$ cat config.mk
export PLATFORM = sky130hd
export DESIGN_NAME = argb32_source_over_blend_unit_flat
export DESIGN_NICKNAME = d
export VERILOG_FILES = /design/src/rtl/core/asob_pkg.sv /design/src/rtl/core/asob_if.sv /design/src/rtl/core/asob_prod.sv /design/src/rtl/core/asob_round.sv /design/src/rtl/core/argb32_source_over_blend_unit.sv /design/src/flat_wrapper.sv
export VERILOG_INCLUDE_DIRS = /design/src /design/src/rtl/core
export SDC_FILE = /design/constraint.sdc
export NUM_CORES = 2
export LEC_CHECK = 0
export ABC_CLOCK_PERIOD_IN_PS = 7150
export BUFFER_PORTS_ARGS = -buffer_cell sky130_fd_sc_hd__buf_2
export CORE_ASPECT_RATIO = 0.7
export CORE_MARGIN = 4
export CORE_UTILIZATION = 30
export DETAILED_ROUTE_END_ITERATION = 8
export GPL_TIMING_DRIVEN = 0
export PLACE_DENSITY = 0.48
export SLEW_MARGIN = 20
export SYNTH_ARGS = -nofsm -noshare
export SYNTH_HDL_FRONTEND = slang
export SYNTH_HIERARCHICAL = 1
export SYNTH_SLANG_ARGS = --single-unit
$ cat constraint.sdc
create_clock -name clk -period 7.15 [get_ports clk]
set_input_delay 0.715 -clock clk [delete_from_list [all_inputs] [get_ports clk]]
set_output_delay 0.715 -clock clk [all_outputs]
set_load 0.1 [all_outputs]
$ cat src/rtl/core/argb32_source_over_blend_unit_assert.svh
// Assertion macros for the source-over blend unit.
// Depends on nothing; bodies are empty when SYNTH is defined.
`ifndef ARGB32_SOURCE_OVER_BLEND_UNIT_ASSERT_SVH
`define ARGB32_SOURCE_OVER_BLEND_UNIT_ASSERT_SVH
`ifndef SYNTH
`define ASOB_ASSERT_SAME(label, clk, rst_n, ante, cons) \
	label: assert property (@(posedge clk) disable iff (!rst_n) (ante) |-> (cons)) \
		else $error("blend unit check failed");
`define ASOB_ASSERT_NEXT(label, clk, rst_n, ante, cons) \
	label: assert property (@(posedge clk) disable iff (!rst_n) (ante) |=> (cons)) \
		else $error("blend unit check failed");
`else
`define ASOB_ASSERT_SAME(label, clk, rst_n, ante, cons)
`define ASOB_ASSERT_NEXT(label, clk, rst_n, ante, cons)
`endif
`endif

$ cat src/rtl/core/asob_pkg.sv
// Types and constants shared by the source-over blend unit.
// Depends on nothing.
`timescale 1ns / 1ps
package asob_pkg;
	localparam int unsigned LANES = 4;
	localparam int unsigned GA_W = 9;
	localparam logic [7:0] ALPHA_OPAQUE = 8'hff;
	localparam logic [15:0] ROUND_BIAS = 16'h0080;
	localparam logic [GA_W-1:0] GA_RESET = 9'd256;

	typedef logic [LANES-1:0][15:0] prod4_t;

	typedef struct packed {
		logic pass_dst;
		logic pass_src;
		logic full;
		logic last;
	} ctl_t;
endpackage

$ cat src/rtl/core/asob_if.sv
// Channel interfaces: pixel request, blended result and configuration write.
// Depends on nothing.
`timescale 1ns / 1ps
interface asob_pix_if;
	logic        valid;
	logic        ready;
	logic [31:0] src_pixel;
	logic [31:0] dst_pixel;
	logic        last_pixel;
	modport source (output valid, src_pixel, dst_pixel, last_pixel, input ready);
	modport sink (input valid, src_pixel, dst_pixel, last_pixel, output ready);
endinterface

interface asob_res_if;
	logic        valid;
	logic        ready;
	logic [31:0] out_pixel;
	logic        changed;
	logic        last_out;
	modport source (output valid, out_pixel, changed, last_out, input ready);
	modport sink (input valid, out_pixel, changed, last_out, output ready);
endinterface

interface asob_cfg_if;
	logic       valid;
	logic       ready;
	logic [8:0] global_alpha;
	modport source (output valid, global_alpha, input ready);
	modport sink (input valid, global_alpha, output ready);
endinterface

$ cat src/rtl/core/asob_prod.sv
// Four byte lanes of x*a plus rounding bias.
// Depends on asob_pkg.
`timescale 1ns / 1ps
module asob_prod (
	input  logic [31:0]     pixel,
	input  logic [7:0]      alpha,
	output asob_pkg::prod4_t prod
);
	import asob_pkg::*;

	for (genvar k = 0; k < LANES; k++) begin : g_lane
		assign prod[k] = {8'd0, pixel[8*k +: 8]} * {8'd0, alpha} + ROUND_BIAS;
	end
endmodule

$ cat src/rtl/core/asob_round.sv
// Folds biased lane products into bytes: (t + (t >> 8)) >> 8.
// Depends on asob_pkg.
`timescale 1ns / 1ps
module asob_round (
	input  asob_pkg::prod4_t prod,
	output logic [31:0]      pixel
);
	import asob_pkg::*;

	for (genvar k = 0; k < LANES; k++) begin : g_lane
		logic [16:0] sum;
		assign sum = {1'b0, prod[k]} + {9'd0, prod[k][15:8]};
		assign pixel[8*k +: 8] = sum[15:8];
	end
endmodule

$ cat src/rtl/core/argb32_source_over_blend_unit.sv
// Top level of the premultiplied ARGB32 source-over blend unit.
// Depends on asob_pkg, asob_if, asob_prod, asob_round and the assertion header.
//
// Channel   Role   Payload
// cfg       sink   global_alpha (9 bits)
// pix       sink   src_pixel, dst_pixel, last_pixel
// blend     source out_pixel, changed, last_out
//
// Four register stages: scale products, scaled source, destination products,
// result register. One pixel per clock while blend.ready does not stall the output.
// Each stage loads when empty or when the stage after it moves, so bubbles
// close up under a stall and nothing is dropped or repeated.
// arst_n clears the valid bits and sets global_alpha to 256.
`timescale 1ns / 1ps
`include "argb32_source_over_blend_unit_assert.svh"
module argb32_source_over_blend_unit (
	input logic     clk,
	input logic     arst_n,
	asob_cfg_if.sink cfg,
	asob_pix_if.sink pix,
	asob_res_if.source blend
);
	import asob_pkg::*;

	logic [GA_W-1:0] global_alpha_q;
	logic            ga_full;
	logic            ga_zero;
	logic [7:0]      ca;

	logic vld_s1, vld_s2, vld_s3, vld_s4;
	logic adv_s1, adv_s2, adv_s3, adv_s4;

	prod4_t      prod_in;
	prod4_t      prod_s1;
	logic [31:0] src_s1, dst_s1;
	ctl_t        ctl_in, ctl_s1;

	logic [31:0] scaled;
	logic [31:0] sc_s2, dst_s2;
	ctl_t        ctl_s2;

	prod4_t      prod_d;
	prod4_t      prod_s3;
	logic [31:0] sc_s3, dst_s3;
	ctl_t        ctl_s3;

	logic [31:0] dmul;
	logic [31:0] blended;
	logic [31:0] result;
	logic [31:0] out_s4, dst_s4;
	ctl_t        ctl_s4;

	// configuration
	assign cfg.ready = 1'b1;

	always_ff @(posedge clk or negedge arst_n) begin
		if (!arst_n) begin
			global_alpha_q <= GA_RESET;
		end else if (cfg.valid) begin
			global_alpha_q <= cfg.global_alpha;
		end
	end

	// values 256..511 are full opacity; for 1..255 ca = (ga*255)>>8 = ga-1
	assign ga_full = global_alpha_q[GA_W-1];
	assign ga_zero = (global_alpha_q == '0);
	assign ca      = global_alpha_q[7:0] - 8'd1;

	// stage handshake
	assign adv_s4    = !vld_s4 || blend.ready;
	assign adv_s3    = !vld_s3 || adv_s4;
	assign adv_s2    = !vld_s2 || adv_s3;
	assign adv_s1    = !vld_s1 || adv_s2;
	assign pix.ready = adv_s1;

	always_ff @(posedge clk or negedge arst_n) begin
		if (!arst_n) begin
			vld_s1 <= 1'b0;
			vld_s2 <= 1'b0;
			vld_s3 <= 1'b0;
			vld_s4 <= 1'b0;
		end else begin
			if (adv_s1) vld_s1 <= pix.valid;
			if (adv_s2) vld_s2 <= vld_s1;
			if (adv_s3) vld_s3 <= vld_s2;
			if (adv_s4) vld_s4 <= vld_s3;
		end
	end

	// stage 1: classify and scale source by ca
	assign ctl_in.full     = ga_full;
	assign ctl_in.pass_dst = ga_zero || (pix.src_pixel == '0);
	assign ctl_in.pass_src = ga_full && (pix.src_pixel[31:24] == ALPHA_OPAQUE);
	assign ctl_in.last     = pix.last_pixel;

	asob_prod u_prod_src (
		.pixel (pix.src_pixel),
		.alpha (ca),
		.prod  (prod_in)
	);

	always_ff @(posedge clk) begin
		if (adv_s1) begin
			prod_s1 <= prod_in;
			src_s1  <= pix.src_pixel;
			dst_s1  <= pix.dst_pixel;
			ctl_s1  <= ctl_in;
		end
	end

	// stage 2: fold scaled source
	asob_round u_round_src (
		.prod  (prod_s1),
		.pixel (scaled)
	);

	always_ff @(posedge clk) begin
		if (adv_s2) begin
			sc_s2  <= ctl_s1.full ? src_s1 : scaled;
			dst_s2 <= dst_s1;
			ctl_s2 <= ctl_s1;
		end
	end

	// stage 3: scale destination by inverse source alpha
	asob_prod u_prod_dst (
		.pixel (dst_s2),
		.alpha (ALPHA_OPAQUE - sc_s2[31:24]),
		.prod  (prod_d)
	);

	always_ff @(posedge clk) begin
		if (adv_s3) begin
			prod_s3 <= prod_d;
			sc_s3   <= sc_s2;
			dst_s3  <= dst_s2;
			ctl_s3  <= ctl_s2;
		end
	end

	// stage 4: fold, add lanes, select
	asob_round u_round_dst (
		.prod  (prod_s3),
		.pixel (dmul)
	);

	for (genvar k = 0; k < LANES; k++) begin : g_add
		assign blended[8*k +: 8] = sc_s3[8*k +: 8] + dmul[8*k +: 8];
	end

	always_comb begin
		if (ctl_s3.pass_dst) begin
			result = dst_s3;
		end else if (ctl_s3.pass_src) begin
			result = sc_s3;
		end else begin
			result = blended;
		end
	end

	always_ff @(posedge clk) begin
		if (adv_s4) begin
			out_s4 <= result;
			dst_s4 <= dst_s3;
			ctl_s4 <= ctl_s3;
		end
	end

	assign blend.valid     = vld_s4;
	assign blend.out_pixel = out_s4;
	assign blend.changed   = !ctl_s4.pass_dst;
	assign blend.last_out  = ctl_s4.last;

	`ASOB_ASSERT_NEXT(a_take_request, clk, arst_n, pix.valid && pix.ready, vld_s1)
	`ASOB_ASSERT_NEXT(a_hold_s2, clk, arst_n, vld_s2 && !adv_s2, vld_s2 && $stable(sc_s2))
	`ASOB_ASSERT_SAME(a_skip_keeps_dst, clk, arst_n, vld_s4 && ctl_s4.pass_dst, out_s4 == dst_s4)
	`ASOB_ASSERT_SAME(a_opaque_full, clk, arst_n, vld_s1 && ctl_s1.pass_src, ctl_s1.full)
endmodule

$ cat src/flat_wrapper.sv
// flat-port wrapper written by rule: the top's interface ports become plain ports
module argb32_source_over_blend_unit_flat import asob_pkg::*;
  (clk, arst_n, cfg_valid, cfg_global_alpha, cfg_ready, pix_valid, pix_src_pixel, pix_dst_pixel, pix_last_pixel, pix_ready, blend_valid, blend_out_pixel, blend_changed, blend_last_out, blend_ready);
  asob_cfg_if cfg_i ();
  asob_pix_if pix_i ();
  asob_res_if blend_i ();
  input logic clk;
  input logic arst_n;
  input wire logic [$bits(cfg_i.valid)-1:0] cfg_valid;
  input wire logic [$bits(cfg_i.global_alpha)-1:0] cfg_global_alpha;
  output wire logic [$bits(cfg_i.ready)-1:0] cfg_ready;
  input wire logic [$bits(pix_i.valid)-1:0] pix_valid;
  input wire logic [$bits(pix_i.src_pixel)-1:0] pix_src_pixel;
  input wire logic [$bits(pix_i.dst_pixel)-1:0] pix_dst_pixel;
  input wire logic [$bits(pix_i.last_pixel)-1:0] pix_last_pixel;
  output wire logic [$bits(pix_i.ready)-1:0] pix_ready;
  output wire logic [$bits(blend_i.valid)-1:0] blend_valid;
  output wire logic [$bits(blend_i.out_pixel)-1:0] blend_out_pixel;
  output wire logic [$bits(blend_i.changed)-1:0] blend_changed;
  output wire logic [$bits(blend_i.last_out)-1:0] blend_last_out;
  input wire logic [$bits(blend_i.ready)-1:0] blend_ready;
  assign cfg_i.valid = cfg_valid;
  assign cfg_i.global_alpha = cfg_global_alpha;
  assign cfg_ready = cfg_i.ready;
  assign pix_i.valid = pix_valid;
  assign pix_i.src_pixel = pix_src_pixel;
  assign pix_i.dst_pixel = pix_dst_pixel;
  assign pix_i.last_pixel = pix_last_pixel;
  assign pix_ready = pix_i.ready;
  assign blend_valid = blend_i.valid;
  assign blend_out_pixel = blend_i.out_pixel;
  assign blend_changed = blend_i.changed;
  assign blend_last_out = blend_i.last_out;
  assign blend_i.ready = blend_ready;
  argb32_source_over_blend_unit u_core (.clk(clk), .arst_n(arst_n), .cfg(cfg_i), .pix(pix_i), .blend(blend_i));
endmodule
-- Word-level counts from Yosys, hierarchy flattened
Index checks and enable logic that the tools add are counted.
- flip-flop bits (word level): 377
- bits of input ports: 79
- output and inout bits: 37
- word-level logic and storage cells: 79
- add/sub/neg operators: 22
- multiply operators: 8
- equal/unequal tests: 1
- muxes and demuxes: 3
- reduce and logical (&&, ||, !) cells: 13
- operator list (kind ; number):
    adder 16 x 8 -> 16 bit ; 8
    adder 16 x 8 -> 16 bit (second input constant) ; 8
    multiplier 8 x 8 -> 16 bit ; 8
    two-way mux 32 bit ; 3
    adder 8 bit ; 4
    logical NOT 32 bit ; 1
    logical NOT 9 bit ; 1
    equality test 8 bit (second input constant) ; 1
    subtractor 8 x 1 -> 8 bit (second input constant) ; 1
    subtractor 8 bit (first input constant) ; 1
    logical NOT 1 bit ; 5
    logical OR 1 bit ; 5
    logical AND 1 bit ; 1

-- Longest topological paths before layout
- depth after elaboration: 5
- mapped depth: 21
- gate-level depth less buffers: 20

-- By module
Netlist, hierarchy kept.
- modules (own cells, without submodules) (module ; times used ; cells each ; area each (um^2) ; seq. area each (um^2)):
    argb32_source_over_blend_unit ; 1 ; 732 ; 13824.5 ; 11257.0
    asob_prod at u_core.u_prod_src ; 1 ; 972 ; 8486.9 ; 0.0
    asob_prod at u_core.u_prod_dst ; 1 ; 969 ; 8335.5 ; 0.0
    asob_round ; 2 ; 144 ; 1109.8 ; 0.0

-- Least setup slack after synthesis
OpenSTA, ideal clock, no wires.
- path kind: register to register
- from: register u_core.vld_s4, in the netlist u_core/blend.valid
- to: register u_core/ctl_s1[0] (netlist bit) (enable)
- library setup time: 2093 ps
- data arrival time: 5731 ps
- data required time: 5057 ps
- slack: -675 ps
- cell stages (with the launch flop): 3
- path buffers: 0
- clock period less this slack: 7825 ps
- path through: dfrtp_1 > nor2b_1 > nand4_1
- word-level cells in the longest chain between the ends: 5
- RTL lines (item ; RTL line ; text):
    from (decl) ; argb32_source_over_blend_unit.sv:30 ; logic vld_s1, vld_s2, vld_s3, vld_s4;
    from (signal assigned) ; argb32_source_over_blend_unit.sv:86 ; if (adv_s4) vld_s4 <= vld_s3;
    logical NOT 1 bit ; argb32_source_over_blend_unit.sv:70 ; assign adv_s4 = !vld_s4 || blend.ready;
    logical OR 1 bit ; argb32_source_over_blend_unit.sv:70 ;
    logical OR 1 bit ; argb32_source_over_blend_unit.sv:71 ; assign adv_s3 = !vld_s3 || adv_s4;
    logical OR 1 bit ; argb32_source_over_blend_unit.sv:72 ; assign adv_s2 = !vld_s2 || adv_s3;
    logical OR 1 bit ; argb32_source_over_blend_unit.sv:73 ; assign adv_s1 = !vld_s1 || adv_s2;
    net pix_ready ; flat_wrapper.sv:16 ; output wire logic [$bits(pix_i.ready)-1:0] pix_ready;
    to (signal assigned) ; argb32_source_over_blend_unit.sv:107 ; ctl_s1 <= ctl_in;
    to (decl) ; argb32_source_over_blend_unit.sv:36 ; ctl_t ctl_in, ctl_s1;
The timed path passes the listed nets, and every way through them passes these cells.
A chain may end at the register's enable or synchronous reset.

==> impl_results.md <==
* Result of the run: finished clean
* Final hold violation count at 0
* Non-Filler Cell Area, Final at 37100 um^2
* Largest net degree at the start of global routing at 53
* Synthesized area per cell at 11.1 um^2
* Number of cells after detailed placement at 4533
* Startpoint type of the worst setup path: flip-flop
* ANT nets after route at 0
* Total wirelength of the detailed-routed design at 91.3 mm
* Number of design rule violations left after detail routing at 0
* Clk_lat worst skew at 0.59 ns
* Synth top area share at 33.3%
* Sequential-to-total area share from yosys stat at 34.3%
* Synth Flop Type: sky130_fd_sc_hd__edfxtp_1
* Root cell of the clock tree: sky130_fd_sc_hd__clkbuf_16
* Die Area at 115000 um^2
* All-Layer GR Usage at 16.0%
* Synth-to-Final Area Change at 12.8%
* Number of top-level pins at 116
* Critical path required time at 7.48 ns
* Crit end category: flip-flop
* DIE WIDTH at 404 um
* Highest routed layer: met5
* Nets in the synthesized netlist at 3738
* Antenna violations before repair at 12
* Core outline area at 109000 um^2
* Worst reg2reg path depth at 18
* Number of maximum-capacitance violations at 0
* Met3 wire len at 5.76 mm
* Post-Route Hold Slack at 0.0692 ns
* Area post-placement at 35500 um^2
* Met2 wire length at 37.1 mm
* Final GP Congestion at 0.810
* WL per Instance at 19.8 um
* Quantity of gates resized following cts at 0
* Clock Sinks at 377
* Fraction of registers with async set or reset after synthesis at 3.45%
* CTS clk-pin slew, worst paths at 0.06 ns
* Hold buffer count at cts at 0
* Gate Count Post-Synth at 2961
* First-pass GRT wire length at 139 mm
* Clock period minus final worst setup slack at 6.29 ns
* Final instance count without filler cells at 4621
* Worst path arrival time at 6.62 ns
* Synth Register Bits at 377
* Synth Warn # at 6
* Post-synth top area cell: sky130_fd_sc_hd__edfxtp_1
* Final net count at 3916
* Post-route clock period utilization at 88.0%
* Die span in y at 285 um
* Hold Crit Class: in -> async
* Setup Crit Path Kind: reg -> reg
* Setup violators final at 0
* Count of buffers added by post-CTS timing repair for setup at 0
* Number of global-route vias before repair at 21900
* Number of input and output port buffers inserted at 114
* Number of pins exceeding their max-slew limit in the final report at 0
* Detailed Routing Iterations Pass 1 at 5
* Clock Path Buffers at 3
* Fill cell instance count of the final layout at 10900
* Relative max-transition margin at 19.4%
* DR iter-0 viols at 1298
* # rows at 101
* Setup repair after global routing missed its margin: no
* Netlist cell types at 74
* Sum of overflow across all layers after global routing at 0
* Maximum clock rate at 0.159 GHz
* Starting density of the core at 30.3%
* Routed vias at 21400
* Syn Std Cell Area at 32900 um^2
* DRT met1 WL at 46.7 mm
* H-tree levels at 2
* Transition time at the pin with the least slew margin at 1.21 ns
* Max FO, Critical Path at 10
* Num CTS Buffers at 46
* Share of final-layout standard cells stronger than drive strength 1 at 8.73%
* Vias per std cell at 4.64
* Count of flip-flops with a built-in enable after synthesis at 364
* Clock Skews at 0.0170 ns
* Cells taking the most area after synthesis: sky130_fd_sc_hd__edfxtp_1, sky130_fd_sc_hd__fa_1, sky130_fd_sc_hd__ha_1
* Estimated wirelength of the detail-placed design at 71.3 mm
* TritonCTS clock tree: built
[Yosys cell counts, types with 7 or more instances]
cell type and number:
sky130_fd_sc_hd__inv_1 451, sky130_fd_sc_hd__ha_1 398, sky130_fd_sc_hd__and2_1 382, sky130_fd_sc_hd__edfxtp_1 364, sky130_fd_sc_hd__fa_1 300, sky130_fd_sc_hd__nand2_1 231, sky130_fd_sc_hd__xnor2_1 104, sky130_fd_sc_hd__a21oi_1 75
sky130_fd_sc_hd__clkbuf_1 63, sky130_fd_sc_hd__nor2_1 60, sky130_fd_sc_hd__xor2_1 59, sky130_fd_sc_hd__nand3_1 47, sky130_fd_sc_hd__o21ai_0 46, sky130_fd_sc_hd__mux2_2 43, sky130_fd_sc_hd__o21a_1 28, sky130_fd_sc_hd__a21o_1 27
sky130_fd_sc_hd__nand4_1 27, sky130_fd_sc_hd__nor2b_1 24, sky130_fd_sc_hd__a31oi_1 15, sky130_fd_sc_hd__nand2b_1 14, sky130_fd_sc_hd__nor3_1 13, sky130_fd_sc_hd__dfrtp_1 12, sky130_fd_sc_hd__and3_1 11, sky130_fd_sc_hd__nor4_1 11
sky130_fd_sc_hd__a211oi_1 10, sky130_fd_sc_hd__a22oi_1 9, sky130_fd_sc_hd__o2111ai_1 9, sky130_fd_sc_hd__o21ai_1 9, sky130_fd_sc_hd__mux2i_1 8, sky130_fd_sc_hd__o31a_1 7
[area by class of cell]
type / instances / area (um^2) / area share, %
antenna: 6 / 15.0 / 0.0405
buffer: 73 / 285 / 0.769
timing repair buffer: 130 / 812 / 2.19
clock inverter: 29 / 353 / 0.952
clock buffer: 53 / 1200 / 3.23
sequential: 377 / 11300 / 30.4
multi-input combinational: 2060 / 19700 / 53.0
inverter: 451 / 1690 / 4.57
tap: 1442 / 1800 / 4.87
[state kept, by name (all words and copies together) (netlist names), 32 cells and up]
register and count:
u_core/blend.out_pixel 32, u_core/dst_s1 32, u_core/dst_s2 32, u_core/dst_s3 32, u_core/prod_s1 64, u_core/prod_s3 64
u_core/sc_s2 32, u_core/sc_s3 32, u_core/src_s1 32
[stage by stage]
step | util, % | setup TNS [ns] | setup WS [ns]
global placement | 32.5 | -372.14 | -2.94
CTS | 34.1 | 0 | 0.945
global route | 34.1 | 0 | 0.566
finish | 34.2 | 0 | 0.855
detailed placement | 32.7 | 0 | 1.01
floorplan | - | -30.88 | -0.234
[path summary, 6_finish.rpt]
check / slack [ns] / to / start
worst max-delay path: 0.86 / u_core/prod_s1[63] / u_core/global_alpha_q[0]
worst min-delay path: 0.07 / u_core/blend.valid / arst_n
worst max register to register: 0.86 / u_core/prod_s1[63] / u_core/global_alpha_q[0]
worst min register to register: 0.41 / u_core/dst_s2[5] / u_core/dst_s1[5]
max in group asynchronous: 6.72 / u_core/global_alpha_q[8] / arst_n
min in group clk: 0.30 / u_core/dst_s1[4] / pix_dst_pixel[4]
[logic make-up after synthesis]
kind of cell	count (synthesis)	share of synthesized area [%]
AOI/OAI and AO/OA	299	6.32
muxes	52	1.76
other	1	0.0114
DFF	377	34.3
xor gates and xnor gates	163	4.34
adders and majority gates	698	33.4
buffers and inverters	524	6.02
and+or+nand+nor	847	13.9
[critical path: stages, from the launching register on]
cell and delay (ns):
sky130_fd_sc_hd__dfrtp_1 0.37, sky130_fd_sc_hd__inv_1 0.24, sky130_fd_sc_hd__ha_1 0.24, sky130_fd_sc_hd__nand2b_1 0.10, sky130_fd_sc_hd__nor4_1 0.24, sky130_fd_sc_hd__xor2_1 0.51, sky130_fd_sc_hd__clkbuf_1 0.72, sky130_fd_sc_hd__nand2_1 0.17
sky130_fd_sc_hd__fa_1 0.56, sky130_fd_sc_hd__fa_1 0.43, sky130_fd_sc_hd__fa_1 0.49, sky130_fd_sc_hd__fa_1 0.51, sky130_fd_sc_hd__inv_1 0.04, sky130_fd_sc_hd__ha_1 0.32, sky130_fd_sc_hd__and3_4 0.21, sky130_fd_sc_hd__a2111oi_4 0.41
sky130_fd_sc_hd__a21oi_2 0.15, sky130_fd_sc_hd__a41oi_2 0.22, sky130_fd_sc_hd__xnor2_1 0.09
[layout by cell type (no fill, tap or decap), types with 23 or more instances in the layout]
cell                          n
sky130_fd_sc_hd__inv_1      450
sky130_fd_sc_hd__ha_1       398
sky130_fd_sc_hd__and2_1     382
sky130_fd_sc_hd__edfxtp_1   364
sky130_fd_sc_hd__fa_1       300
sky130_fd_sc_hd__nand2_1    230
sky130_fd_sc_hd__buf_2      118
sky130_fd_sc_hd__xnor2_1    104
sky130_fd_sc_hd__a21oi_1     75
sky130_fd_sc_hd__clkbuf_1    69
sky130_fd_sc_hd__nor2_1      60
sky130_fd_sc_hd__xor2_1      59
sky130_fd_sc_hd__clkbuf_16   47
sky130_fd_sc_hd__o21ai_0     46
sky130_fd_sc_hd__nand3_1     46
sky130_fd_sc_hd__mux2_2      43
sky130_fd_sc_hd__o21a_1      28
sky130_fd_sc_hd__a21o_1      27
sky130_fd_sc_hd__nand4_1     27
sky130_fd_sc_hd__nor2b_1     23
[layer usage]
metal / track usage, % / up-vias
met1: 24.8 / 10600
li1: - / 10200
met5: 0.752 / -
met3: 3.07 / 89
met4: 2.87 / 6
met2: 22.9 / 459
Power is left out: the tool's default activity adds up to more than one toggle a clock period on the data nets, which glitch-free logic cannot reach.
